## src/spq_pkg.sv

```systemverilog
// spq_pkg: command, status and sequencer state types for the stable priority queue
// no dependencies; imported by stable_priority_queue_core
package spq_pkg;

    localparam int CMD_W    = 2;
    localparam int STATUS_W = 2;

    typedef enum logic [CMD_W-1:0] {
        CMD_PUSH  = 2'd0,
        CMD_POP   = 2'd1,
        CMD_FIND  = 2'd2,
        CMD_ERASE = 2'd3
    } spq_cmd_t;

    typedef enum logic [STATUS_W-1:0] {
        STAT_OK        = 2'd0,
        STAT_EMPTY     = 2'd1,
        STAT_NOT_FOUND = 2'd2,
        STAT_FULL      = 2'd3
    } spq_status_t;

    typedef enum logic [2:0] {
        S_IDLE,
        S_SCAN,
        S_SHIFT,
        S_PUSH_WALK,
        S_PUSH_LAST,
        S_RESP
    } spq_state_t;

endpackage

```

## src/stable_priority_queue_core.sv

```systemverilog
// stable_priority_queue_core: sorted-list priority queue held in one entry memory
// walked by a single read/write sequencer; depends on spq_pkg
//
//   channel  ports                                              direction
//   input    s_valid s_ready s_command s_entry_key s_entry_priority   in
//   result   m_valid m_ready m_result_status m_result_key m_result_priority
//            m_position m_entry_count m_head_valid m_head_key m_head_priority  out
//
// one memory read and one memory write per cycle set the pace: a push walks past the
// entries above its insertion point, a find scans up to its match position, and a pop or
// erase scans to its match and then shifts the entries behind it forward. s_ready is
// high only while idle. a finished result waits in the output register, so a stalled
// m_ready only holds the block in its response step. aresetn empties the queue; no
// clearing pass is needed.
module stable_priority_queue_core #(
    parameter int DEPTH         = 16,
    parameter int KEY_BITS      = 32,
    parameter int PRIORITY_BITS = 8
) (
    input  logic                                    aclk,
    input  logic                                    aresetn,

    input  logic                                    s_valid,
    output logic                                    s_ready,
    input  logic [spq_pkg::CMD_W-1:0]               s_command,
    input  logic [KEY_BITS-1:0]                     s_entry_key,
    input  logic [PRIORITY_BITS-1:0]                s_entry_priority,

    output logic                                    m_valid,
    input  logic                                    m_ready,
    output logic [spq_pkg::STATUS_W-1:0]            m_result_status,
    output logic [KEY_BITS-1:0]                     m_result_key,
    output logic [PRIORITY_BITS-1:0]                m_result_priority,
    output logic [$clog2(DEPTH+1)-1:0]              m_position,
    output logic [$clog2(DEPTH+1)-1:0]              m_entry_count,
    output logic                                    m_head_valid,
    output logic [KEY_BITS-1:0]                     m_head_key,
    output logic [PRIORITY_BITS-1:0]                m_head_priority
);
    import spq_pkg::*;

    localparam int IDX_W = $clog2(DEPTH);
    localparam int CNT_W = $clog2(DEPTH+1);

    // entry memory, slot 0 is the head
    logic [KEY_BITS-1:0]      key_mem  [DEPTH];
    logic [PRIORITY_BITS-1:0] prio_mem [DEPTH];
    logic [KEY_BITS-1:0]      rd_key_reg;
    logic [PRIORITY_BITS-1:0] rd_prio_reg;

    logic                     wr_en;
    logic [IDX_W-1:0]         wr_addr;
    logic [KEY_BITS-1:0]      wr_key;
    logic [PRIORITY_BITS-1:0] wr_prio;
    logic [IDX_W-1:0]         rd_addr;

    spq_state_t               state_reg, state_next;
    spq_cmd_t                 cmd_reg, cmd_next;
    logic [KEY_BITS-1:0]      key_reg, key_next;
    logic [PRIORITY_BITS-1:0] prio_reg, prio_next;
    logic [IDX_W-1:0]         idx_reg, idx_next;
    logic [CNT_W-1:0]         cnt_reg, cnt_next;
    logic [KEY_BITS-1:0]      head_key_reg, head_key_next;
    logic [PRIORITY_BITS-1:0] head_prio_reg, head_prio_next;

    spq_status_t              res_status_reg, res_status_next;
    logic [KEY_BITS-1:0]      res_key_reg, res_key_next;
    logic [PRIORITY_BITS-1:0] res_prio_reg, res_prio_next;
    logic [CNT_W-1:0]         res_pos_reg, res_pos_next;

    logic                     m_valid_reg, m_valid_next;
    spq_status_t              m_status_reg, m_status_next;
    logic [KEY_BITS-1:0]      m_key_reg, m_key_next;
    logic [PRIORITY_BITS-1:0] m_prio_reg, m_prio_next;
    logic [CNT_W-1:0]         m_pos_reg, m_pos_next;
    logic [CNT_W-1:0]         m_count_reg, m_count_next;
    logic                     m_hvalid_reg, m_hvalid_next;
    logic [KEY_BITS-1:0]      m_hkey_reg, m_hkey_next;
    logic [PRIORITY_BITS-1:0] m_hprio_reg, m_hprio_next;

    spq_cmd_t                 s_cmd;
    logic                     accept;
    logic                     out_free;
    logic [CNT_W-1:0]         idx_inc;
    logic [CNT_W-1:0]         idx_inc2;
    logic [CNT_W-1:0]         cnt_dec;
    logic                     is_last;
    logic                     shift_done;
    logic                     match;
    logic                     prio_greater;
    logic                     cnt_full;
    logic                     cnt_empty;

    assign s_cmd        = spq_cmd_t'(s_command);
    assign s_ready      = (state_reg == S_IDLE);
    assign accept       = s_valid && s_ready;
    assign out_free     = !m_valid_reg || m_ready;
    assign idx_inc      = CNT_W'(idx_reg) + CNT_W'(1);
    assign idx_inc2     = CNT_W'(idx_reg) + CNT_W'(2);
    assign cnt_dec      = cnt_reg - CNT_W'(1);
    assign is_last      = (idx_inc == cnt_reg);
    assign shift_done   = (idx_inc2 == cnt_reg);
    // pop always takes the entry at the head
    assign match        = (cmd_reg == CMD_POP) || (rd_key_reg == key_reg);
    assign prio_greater = (rd_prio_reg > prio_reg);
    assign cnt_full     = (cnt_reg == CNT_W'(DEPTH));
    assign cnt_empty    = (cnt_reg == '0);

    always_ff @(posedge aclk) begin
        if (wr_en) begin
            key_mem[wr_addr]  <= wr_key;
            prio_mem[wr_addr] <= wr_prio;
        end
        rd_key_reg  <= key_mem[rd_addr];
        rd_prio_reg <= prio_mem[rd_addr];
    end

    // next state
    always_comb begin
        state_next = state_reg;
        unique case (state_reg)
            S_IDLE: begin
                if (accept) begin
                    unique case (s_cmd) inside
                        CMD_PUSH: begin
                            if (cnt_full) begin
                                state_next = S_RESP;
                            end else if (cnt_empty) begin
                                state_next = S_PUSH_LAST;
                            end else begin
                                state_next = S_PUSH_WALK;
                            end
                        end
                        CMD_POP, CMD_FIND, CMD_ERASE: begin
                            state_next = cnt_empty ? S_RESP : S_SCAN;
                        end
                        default: state_next = S_IDLE;
                    endcase
                end
            end
            S_SCAN: begin
                if (match) begin
                    state_next = (cmd_reg == CMD_FIND || is_last) ? S_RESP : S_SHIFT;
                end else if (is_last) begin
                    state_next = S_RESP;
                end
            end
            S_SHIFT: begin
                if (shift_done) begin
                    state_next = S_RESP;
                end
            end
            S_PUSH_WALK: begin
                if (prio_greater) begin
                    if (idx_reg == '0) begin
                        state_next = S_PUSH_LAST;
                    end
                end else begin
                    state_next = S_RESP;
                end
            end
            S_PUSH_LAST: state_next = S_RESP;
            S_RESP: begin
                if (out_free) begin
                    state_next = S_IDLE;
                end
            end
            default: state_next = S_IDLE;
        endcase
    end

    // datapath and memory control
    always_comb begin
        cmd_next        = cmd_reg;
        key_next        = key_reg;
        prio_next       = prio_reg;
        idx_next        = idx_reg;
        cnt_next        = cnt_reg;
        res_status_next = res_status_reg;
        res_key_next    = res_key_reg;
        res_prio_next   = res_prio_reg;
        res_pos_next    = res_pos_reg;
        m_status_next   = m_status_reg;
        m_key_next      = m_key_reg;
        m_prio_next     = m_prio_reg;
        m_pos_next      = m_pos_reg;
        m_count_next    = m_count_reg;
        m_hvalid_next   = m_hvalid_reg;
        m_hkey_next     = m_hkey_reg;
        m_hprio_next    = m_hprio_reg;
        m_valid_next    = m_valid_reg && !m_ready;
        wr_en           = 1'b0;
        wr_addr         = idx_reg;
        wr_key          = key_reg;
        wr_prio         = prio_reg;
        rd_addr         = idx_reg;

        unique case (state_reg)
            S_IDLE: begin
                if (accept) begin
                    cmd_next      = s_cmd;
                    key_next      = s_entry_key;
                    prio_next     = s_entry_priority;
                    res_key_next  = '0;
                    res_prio_next = '0;
                    res_pos_next  = '0;
                    unique case (s_cmd) inside
                        CMD_PUSH: begin
                            res_status_next = cnt_full ? STAT_FULL : STAT_OK;
                            // walk down from the tail
                            idx_next = cnt_dec[IDX_W-1:0];
                            rd_addr  = cnt_dec[IDX_W-1:0];
                        end
                        CMD_POP: begin
                            res_status_next = STAT_EMPTY;
                            idx_next        = '0;
                            rd_addr         = '0;
                        end
                        CMD_FIND, CMD_ERASE: begin
                            res_status_next = STAT_NOT_FOUND;
                            idx_next        = '0;
                            rd_addr         = '0;
                        end
                        default: ;
                    endcase
                end
            end
            S_SCAN: begin
                rd_addr = idx_inc[IDX_W-1:0];
                if (match) begin
                    res_status_next = STAT_OK;
                    res_key_next    = rd_key_reg;
                    res_prio_next   = rd_prio_reg;
                    res_pos_next    = idx_inc;
                    if (cmd_reg != CMD_FIND && is_last) begin
                        cnt_next = cnt_dec;
                    end
                end else if (!is_last) begin
                    idx_next = idx_inc[IDX_W-1:0];
                end
            end
            S_SHIFT: begin
                // read data holds the entry behind the slot being refilled
                wr_en   = 1'b1;
                wr_addr = idx_reg;
                wr_key  = rd_key_reg;
                wr_prio = rd_prio_reg;
                rd_addr = idx_inc2[IDX_W-1:0];
                if (shift_done) begin
                    cnt_next = cnt_dec;
                end else begin
                    idx_next = idx_inc[IDX_W-1:0];
                end
            end
            S_PUSH_WALK: begin
                wr_en   = 1'b1;
                wr_addr = idx_inc[IDX_W-1:0];
                rd_addr = idx_reg - IDX_W'(1);
                if (prio_greater) begin
                    wr_key  = rd_key_reg;
                    wr_prio = rd_prio_reg;
                    if (idx_reg != '0) begin
                        idx_next = idx_reg - IDX_W'(1);
                    end
                end else begin
                    // equal priorities stay ahead of the new entry
                    cnt_next = cnt_reg + CNT_W'(1);
                end
            end
            S_PUSH_LAST: begin
                wr_en    = 1'b1;
                wr_addr  = '0;
                cnt_next = cnt_reg + CNT_W'(1);
            end
            S_RESP: begin
                if (out_free) begin
                    m_valid_next  = 1'b1;
                    m_status_next = res_status_reg;
                    m_key_next    = res_key_reg;
                    m_prio_next   = res_prio_reg;
                    m_pos_next    = res_pos_reg;
                    m_count_next  = cnt_reg;
                    m_hvalid_next = !cnt_empty;
                    m_hkey_next   = cnt_empty ? '0 : head_key_reg;
                    m_hprio_next  = cnt_empty ? '0 : head_prio_reg;
                end
            end
            default: ;
        endcase

        // shadow copy of slot 0
        head_key_next  = head_key_reg;
        head_prio_next = head_prio_reg;
        if (wr_en && wr_addr == '0) begin
            head_key_next  = wr_key;
            head_prio_next = wr_prio;
        end
    end

    always_ff @(posedge aclk) begin
        if (!aresetn) begin
            state_reg   <= S_IDLE;
            cnt_reg     <= '0;
            m_valid_reg <= 1'b0;
        end else begin
            state_reg   <= state_next;
            cnt_reg     <= cnt_next;
            m_valid_reg <= m_valid_next;
        end
    end

    always_ff @(posedge aclk) begin
        cmd_reg        <= cmd_next;
        key_reg        <= key_next;
        prio_reg       <= prio_next;
        idx_reg        <= idx_next;
        head_key_reg   <= head_key_next;
        head_prio_reg  <= head_prio_next;
        res_status_reg <= res_status_next;
        res_key_reg    <= res_key_next;
        res_prio_reg   <= res_prio_next;
        res_pos_reg    <= res_pos_next;
        m_status_reg   <= m_status_next;
        m_key_reg      <= m_key_next;
        m_prio_reg     <= m_prio_next;
        m_pos_reg      <= m_pos_next;
        m_count_reg    <= m_count_next;
        m_hvalid_reg   <= m_hvalid_next;
        m_hkey_reg     <= m_hkey_next;
        m_hprio_reg    <= m_hprio_next;
    end

    assign m_valid           = m_valid_reg;
    assign m_result_status   = m_status_reg;
    assign m_result_key      = m_key_reg;
    assign m_result_priority = m_prio_reg;
    assign m_position        = m_pos_reg;
    assign m_entry_count     = m_count_reg;
    assign m_head_valid      = m_hvalid_reg;
    assign m_head_key        = m_hkey_reg;
    assign m_head_priority   = m_hprio_reg;

endmodule
```

## config.mk

```make
export PLATFORM = sky130hd
export DESIGN_NAME = stable_priority_queue_core
export DESIGN_NICKNAME = d
export VERILOG_FILES = /design/src/spq_pkg.sv /design/src/stable_priority_queue_core.sv
export SDC_FILE = /design/constraint.sdc
export NUM_CORES = 1
export LEC_CHECK = 0
export BUFFER_PORTS_ARGS = -buffer_cell sky130_fd_sc_hd__buf_2
export CAP_MARGIN = 40
export CORE_MARGIN = 1
export CORE_UTILIZATION = 60
export CTS_CLUSTER_SIZE = 12
export DETAILED_ROUTE_END_ITERATION = 6
export PLACE_DENSITY = 0.81
export SYNTH_ARGS = -nofsm -noshare
export SYNTH_HDL_FRONTEND = slang
export SYNTH_SLANG_ARGS = --single-unit
```

## constraint.sdc

```tcl
create_clock -name aclk -period 10.4 [get_ports aclk]
set_input_delay 0.52 -clock aclk [delete_from_list [all_inputs] [get_ports aclk]]
set_output_delay 0.52 -clock aclk [all_outputs]
set_load 0.03 [all_outputs]
```

==> run summary, run 1 <==
Mapped Cells -> 2,213
WP data required -> 10.96 ns
Top reg by flops -> key_mem
Worst Skew -> 0.02877 ns
dominant synthesized flop cell -> edfxtp_1
syn nets -> 2,275
Placed Area -> 36,820 um^2
xor-xnor portion of the synthesized cell area -> 1.153%
Regs by FF count -> key_mem: 512 flops, prio_mem: 128 flops
worst-margin pin slew -> 1.059 ns
Slew headroom -> 29.37%
Die Width -> 244.9 um
Startpoint Class -> register
Max clock buf depth -> 3
Port Buffers -> 140
Final Hold Fails -> 0
sw frac -> 36.41%
PD cells -> 318.4 nW/um^2
clk slew on worst S/H paths -> 0.06 ns
first-pass GRT wire length -> 123,000 um
TritonCTS clock tree -> done
number of DRC markers in iteration 0 -> 2,430
RSZ-0062 raised after global routing -> false
status -> completed
vias per cell -> 6.335
Net Switching -> 4.579 mW
WL final -> 83,310 um
number of synthesized flops with an enable pin -> 826
Setup TNS -> 0 ns
most numerous cell in the Yosys netlist -> edfxtp_1
Int Pwr -> 7.998 mW
TritonCTS Sinks -> 875
top post-synthesis cells by count -> 826 x edfxtp_1, 324 x mux2i_1, 185 x nand2_1
CTS buffer count -> 87
grt total ovfl -> 0
Starting Density -> 60.99%
I/O Pins -> 141
worst-skew pair later-pin latency -> 0.64 ns
antenna violations before repair -> 2
Syn Std Cell Area -> 35,390 um^2
WS Path Type -> register to register
Lkg Pwr -> 14.00 nW
YS warnings -> 0
largest family of logic cells by synthesized area -> multiplexers
Netlist cell types -> 74
Antenna Diode Count -> 0
share of layout cells above drive strength 1 -> 15.41%
Period Utilization, post-route -> 47.86%
WL/cell -> 26.16 um
Reg area -> 25,780 um^2
Synth area leader -> edfxtp_1
Multi-input gate area -> 8899 um^2
Area Overhead vs Synth -> 11.62%
# fillers -> 3,619
Synth Area in Simple Gates -> 6.664%
sequential share of the synthesized area -> 72.86%
height of the die -> 244.9 um
Detail Route Antenna Nets -> 0
leading post-synthesis cells by cell area -> edfxtp_1 70%, mux2i_1 9.2%, dfxtp_1 2.8%, nand2_1 2.0%, a211oi_1 1.8%
crit-path max FO -> 57
Syn Area/Cell -> 15.99 um^2
Post-CTS Setup Inserts -> 0
Post-Synth Adder-Cell Area -> 0.5657%
largest net degree at the start of global routing -> 177
async set-reset flop share out of synthesis -> 0%
drt first pass iters -> 6
Reg power frac -> 38.9%
Global Route Usage Sum -> 28.03%
Site Rows -> 88
max reg flops -> 512
post-cts resize count -> 0
full die area -> 59,960 um^2
routability congestion estimate -> 0.8941
vias in the first global route -> 19,807
worst hold slack -> 0.05378 ns
Core Region -> 58,030 um^2
Crit. End Element -> register
CP Data Arrival Time -> 5.54 ns
mux cell area share after synthesis -> 10.44%
post-layout util -> 68.08%
Via Count -> 20,176
final slew viol count -> 0
CTS root buf -> clkbuf_16
part of the power in combinational logic -> 37.7%
H-Tree Depth -> 3
Nets -> 2,412
top-area cell type share of the netlist area -> 70.09%
Hold-fix buffers, CTS -> 0
Peak Freq -> 200.9 MHz
Post-route DRC -> 0
Tmin final -> 4.977 ns
DP Wirelength -> 46,950 um
final setup vio count -> 0
Compound-Gate Fraction of Synth Area -> 5.823%
maximum VDD drop -> 316.2 uV
hold crit path type -> input port to register
synthesized flop and latch total -> 875
Finished Cell Area -> 39,500 um^2
MaxCap Viol Count -> 0
Clock power frac -> 23.5%
## per-stage QoR
step / worst slack, ns / power [mW] / cells
6_report: 5.423 / 12.58 / 3185
5_1_grt: 5.199 / 13.10 / 3185
4_1_cts: 5.456 / 12.56 / 3185
3_5_place_dp: 5.541 / 9.604 / 3026
3_3_place_gp: 5.653 / 9.390 / 3021
2_1_floorplan: 1.314 / 8.412 / 2213
## cells in the final DEF, fill, tap and decap left out, drive strengths merged, types with 16 or more instances in the layout
| cell type | Yosys | routed |
|---|---|---|
| clkbuf | 71 | 146 |
| mux2 | 40 | 40 |
| nand2 | 186 | 186 |
| edfxtp | 826 | 826 |
| and2 | 44 | 44 |
| dfxtp | 49 | 49 |
| buf | 65 | 184 |
| nor2b | 48 | 48 |
| xnor2 | 38 | 38 |
| and3 | 83 | 83 |
| ha | 16 | 16 |
| a311oi | 40 | 40 |
| a31oi | 47 | 47 |
| a21oi | 57 | 57 |
| mux2i | 324 | 324 |
| inv | 23 | 26 |
| nor2 | 46 | 46 |
| a211oi | 84 | 84 |
## critical path, cell delays in order (launching register included)
cell,delay [ns]
edfxtp_1,0.62
inv_1,0.24
ha_1,0.51
xnor2_1,0.18
o22a_2,0.23
and2_4,0.69
buf_4,0.83
buf_4,0.75
nand2_1,0.14
a311oi_1,0.34
a21oi_1,0.07
mux2i_1,0.14
## area by class of cell
type | instances | area share [%]
Sequential cell | 875 | 65.28
Tap cell | 765 | 2.423
Clock buffer | 146 | 6.408
Inverter | 23 | 0.2186
Multi-Input combinational cell | 1179 | 22.53
Timing Repair Buffer | 184 | 2.768
Clock inverter | 13 | 0.3801
## final timing paths
| kind | start | end | slack, ns | cells after the start |
|---|---|---|---|---|
| worst max-delay path | idx_reg[0] | rd_prio_reg[2] | 5.42 | 11 |
| worst min-delay path | s_entry_key[7] | key_reg[7] | 0.05 | 1 |
| worst max register to register | idx_reg[0] | rd_prio_reg[2] | 5.42 | 11 |
| worst min register to register | res_key_reg[12] | m_result_key[12] | 0.42 | 0 |
## metal layers
layer  vias to the layer above  share of wire, %  routed length [um]  track usage [%]
li1                       8809                 -                   -                -
met1                     10148                40               33400            39.21
met2                      1053                47               39420            43.96
met3                       166               9.0                7491            4.570
met4                         0               3.6                2994            12.02
met5                         -                 0                   0                0
## power groups by stage
stage	registers, mW	logic, mW	clock network [mW]
finish	4.89	4.74	2.95
global route	4.92	5.06	3.12
CTS	4.88	4.70	2.98
detailed placement	4.95	4.65	0
global placement	4.93	4.46	0
floorplan	4.94	3.47	0
## logic make-up (layout without fill, tap and decap cells)
logic type,count (synthesis),after routing
flops,875,875
simple gates,466,466
mux,364,364
compound gates,288,288
buf+inv,159,366
xor+xnor,45,45
fa+ha+maj,16,16
Note: power is estimated with default switching activity, not from simulation.
==> inputs of run 2 (changes only) <==
- ABC_AREA: default -> 1
- CORE_UTILIZATION: 60 -> 56
- PLACE_DENSITY: 0.81 -> 0.79
- clock period: 10.4 -> 4.4 ns (I/O delays scaled with it)
==> run 2 against run 1 <==
Global-route usage decreased by 0.78 points. First-iteration DRC count increased by 27%. Register-to-register slack got worse by 4.6 ns. Via count grew 21%. Clock skew shrank 0.0097 ns. Largest cell class unchanged. Critical path depth is 2 lower. Non-clock buffer count is 75 higher. Hold slack gained 0.088 ns. Sequential share of layout area is 2.7 points lower.
==> run summary, run 2 <==
status -> completed
height of the die -> 255.7 um (+4.4%)
max reg flops -> 512 (unchanged)
Starting Density -> 56.93% (-4.1 points)
Setup TNS -> 0 ns (unchanged)
Global Route Usage Sum -> 27.25% (-0.78 points)
Via Count -> 24,351 (+21%)
largest net degree at the start of global routing -> 161 (-9.0%)
commonest non-fill, non-tap cell in the layout -> nand2_1
grt total ovfl -> 0 (unchanged)
Period Utilization, post-route -> 81.84% (+34 points)
Regs by FF count -> key_mem: 512 flops, prio_mem: 128 flops
final setup vio count -> 0 (unchanged)
Port Buffers -> 140 (unchanged)
most numerous cell in the Yosys netlist -> nand2_1
placed cell count -> 4,061 (+34%)
CTS buffer count -> 89 (+2.3%)
Post-route DRC -> 0 (unchanged)
Peak Freq -> 277.7 MHz (+38%)
synthesized flop and latch total -> 875 (unchanged)
worst-margin pin slew -> 0.9308 ns (-0.1286 ns)
Post-CTS Setup Inserts -> 0 (unchanged)
DP Wirelength -> 50,280 um (+7.1%)
commonest non-fill, non-tap cells in the layout -> 854 x nand2_1, 826 x edfxtp_1, 429 x nand3_1
H-Tree Depth -> 3 (unchanged)
Antenna Diode Count -> 0 (unchanged)
TritonCTS clock tree -> done
dominant synthesized flop cell -> edfxtp_1
Max clock buf depth -> 3 (unchanged)
post-cts resize count -> 0 (unchanged)
top post-synthesis cells by count -> 855 x nand2_1, 826 x edfxtp_1, 430 x nand3_1
syn nets -> 3,230 (+42%)
full die area -> 65,380 um^2 (+9.0%)
Syn Area/Cell -> 11.38 um^2 (-29%)
CTS root buf -> clkbuf_16
async set-reset flop share out of synthesis -> 0% (unchanged)
I/O Pins -> 141 (unchanged)
critical path's largest stage delay -> 0.68 ns (-0.15 ns)
Detail Route Antenna Nets -> 0 (unchanged)
WS Path Type -> register to register
Final Non-Filler Cells -> 4,269 (+34%)
MaxCap Viol Count -> 0 (unchanged)
Worst Skew -> 0.01910 ns (-0.009668 ns)
post-layout util -> 65.03% (-3.0 points)
WL final -> 89,220 um (+7.1%)
Site Rows -> 92 (+4.5%)
CP Data Arrival Time -> 3.95 ns (-1.59 ns)
share of layout cells above drive strength 1 -> 11.28% (-4.1 points)
Nets -> 3,412 (+41%)
Hold-fix buffers, CTS -> 44 (+44)
TritonCTS Sinks -> 875 (unchanged)
number of synthesized flops with an enable pin -> 826 (unchanged)
top-area cell type share of the netlist area -> 68.82% (-1.3 points)
Synth area leader -> edfxtp_1
Netlist cell types -> 36 (-51%)
Startpoint Class -> register
first-pass GRT wire length -> 136,600 um (+11%)
Crit. End Element -> register
WP data required -> 4.74 ns (-6.22 ns)
WL/cell -> 20.90 um (-20%)
final slew viol count -> 0 (unchanged)
YS warnings -> 0 (unchanged)
number of DRC markers in iteration 0 -> 3,086 (+27%)
worst-path cell chain -> inv_2 -> nand3_2 -> inv_1 -> a21oi_1 -> clkinv_1 -> o22ai_1 -> nand2_1 -> nor2_4 -> buf_12
hold crit path type -> input port to register
leading post-synthesis cells by cell area -> edfxtp_1 69%, nand2_1 8.9%, nand3_1 6.0%, inv_1 3.2%, dfxtp_1 2.7%
antenna violations before repair -> 0 (-2)
Final Hold Fails -> 0 (unchanged)
Core Region -> 63,310 um^2 (+9.1%)
Top reg by flops -> key_mem
routability congestion estimate -> 0.8673 (-3.0%)
Critical Path Slowest Stage Cell -> nor2_4
worst-skew pair later-pin latency -> 0.66 ns (+0.02 ns)
Slew headroom -> 37.95% (+8.6 points)
Tmin final -> 3.601 ns (-1.376 ns)
Die Width -> 255.7 um (+4.4%)
Syn Std Cell Area -> 36,040 um^2 (+1.8%)
drt first pass iters -> 6 (unchanged)
vias per cell -> 5.704 (-10%)
Mapped Cells -> 3,168 (+43%)
RSZ-0062 raised after global routing -> false
Area Overhead vs Synth -> 14.23%
vias in the first global route -> 23,586 (+19%)
worst hold slack -> 0.1416 ns (+0.08780 ns)
clk slew on worst S/H paths -> 0.06 ns (about the same)
sequential share of the synthesized area -> 71.54% (-1.3 points)
crit-path max FO -> 21 (-63%)
run 2: kinds of logic (layout without fill, tap and decap cells):
group	Yosys count	count (layout)	synth area share (%)
AO/OA/AOI/OAI	313	313	4.492
flip-flops	875	875	71.54
adder cells (fa/ha/maj)	16	16	0.5554
AND/OR/NAND/NOR	1434	1434	16.60
XOR/XNOR	29	29	0.7047
multiplexers	17	17	0.5311
buffers and inverters	484	739	5.575
run 2: worst paths after layout:
path                   start                   end  slack [ns]  depth (start not counted)
max             state_reg[2]        prio_mem[4][6]        0.80                          9
min                  s_valid     res_status_reg[0]        0.14                          3
max reg2reg     state_reg[2]        prio_mem[4][6]        0.80                          9
min reg2reg  res_prio_reg[0]  m_result_priority[0]        0.42                          0
run 2: cell type report:
class / count / area [um^2]
Clock buffer: 143 / 2551
Tap cell: 846 / 1059
Multi-Input combinational cell: 1809 / 8451
Timing Repair Buffer: 259 / 1969
Fill cell: 4553 / 22140
Sequential cell: 875 / 25780
Clock inverter: 21 / 172.7
Inverter: 316 / 1186
run 2: worst max-delay path: cells and delay by family, from the launching register on:
family | cells | cell delay (ns)
buffers and inverters | 4 | 0.96
AND/OR/NAND/NOR | 3 | 1.18
AO/OA/AOI/OAI | 2 | 0.66
flip-flops | 1 | 0.44
run 2: through the flow:
step	worst slack, ns	instance area (um^2)
final	0.7989	41170
after global routing	0.4085	41170
after CTS	0.8564	41170
after detailed placement	0.8552	38010
after global placement	0.9875	37950
after floorplan	0.5256	36050
run 2: per-layer routing:
layer | routed length [um] | vias up | global-route usage [%]
met4 | 2746 | 0 | 10.89
met2 | 42210 | 1442 | 43.27
met3 | 9813 | 183 | 4.942
li1 | - | 11150 | -
met5 | 0 | - | 0
met1 | 34450 | 11576 | 37.51
Power of run 2 is not shown: default switching activity piles up to over one toggle a cycle in this logic, so the estimate is an artifact.
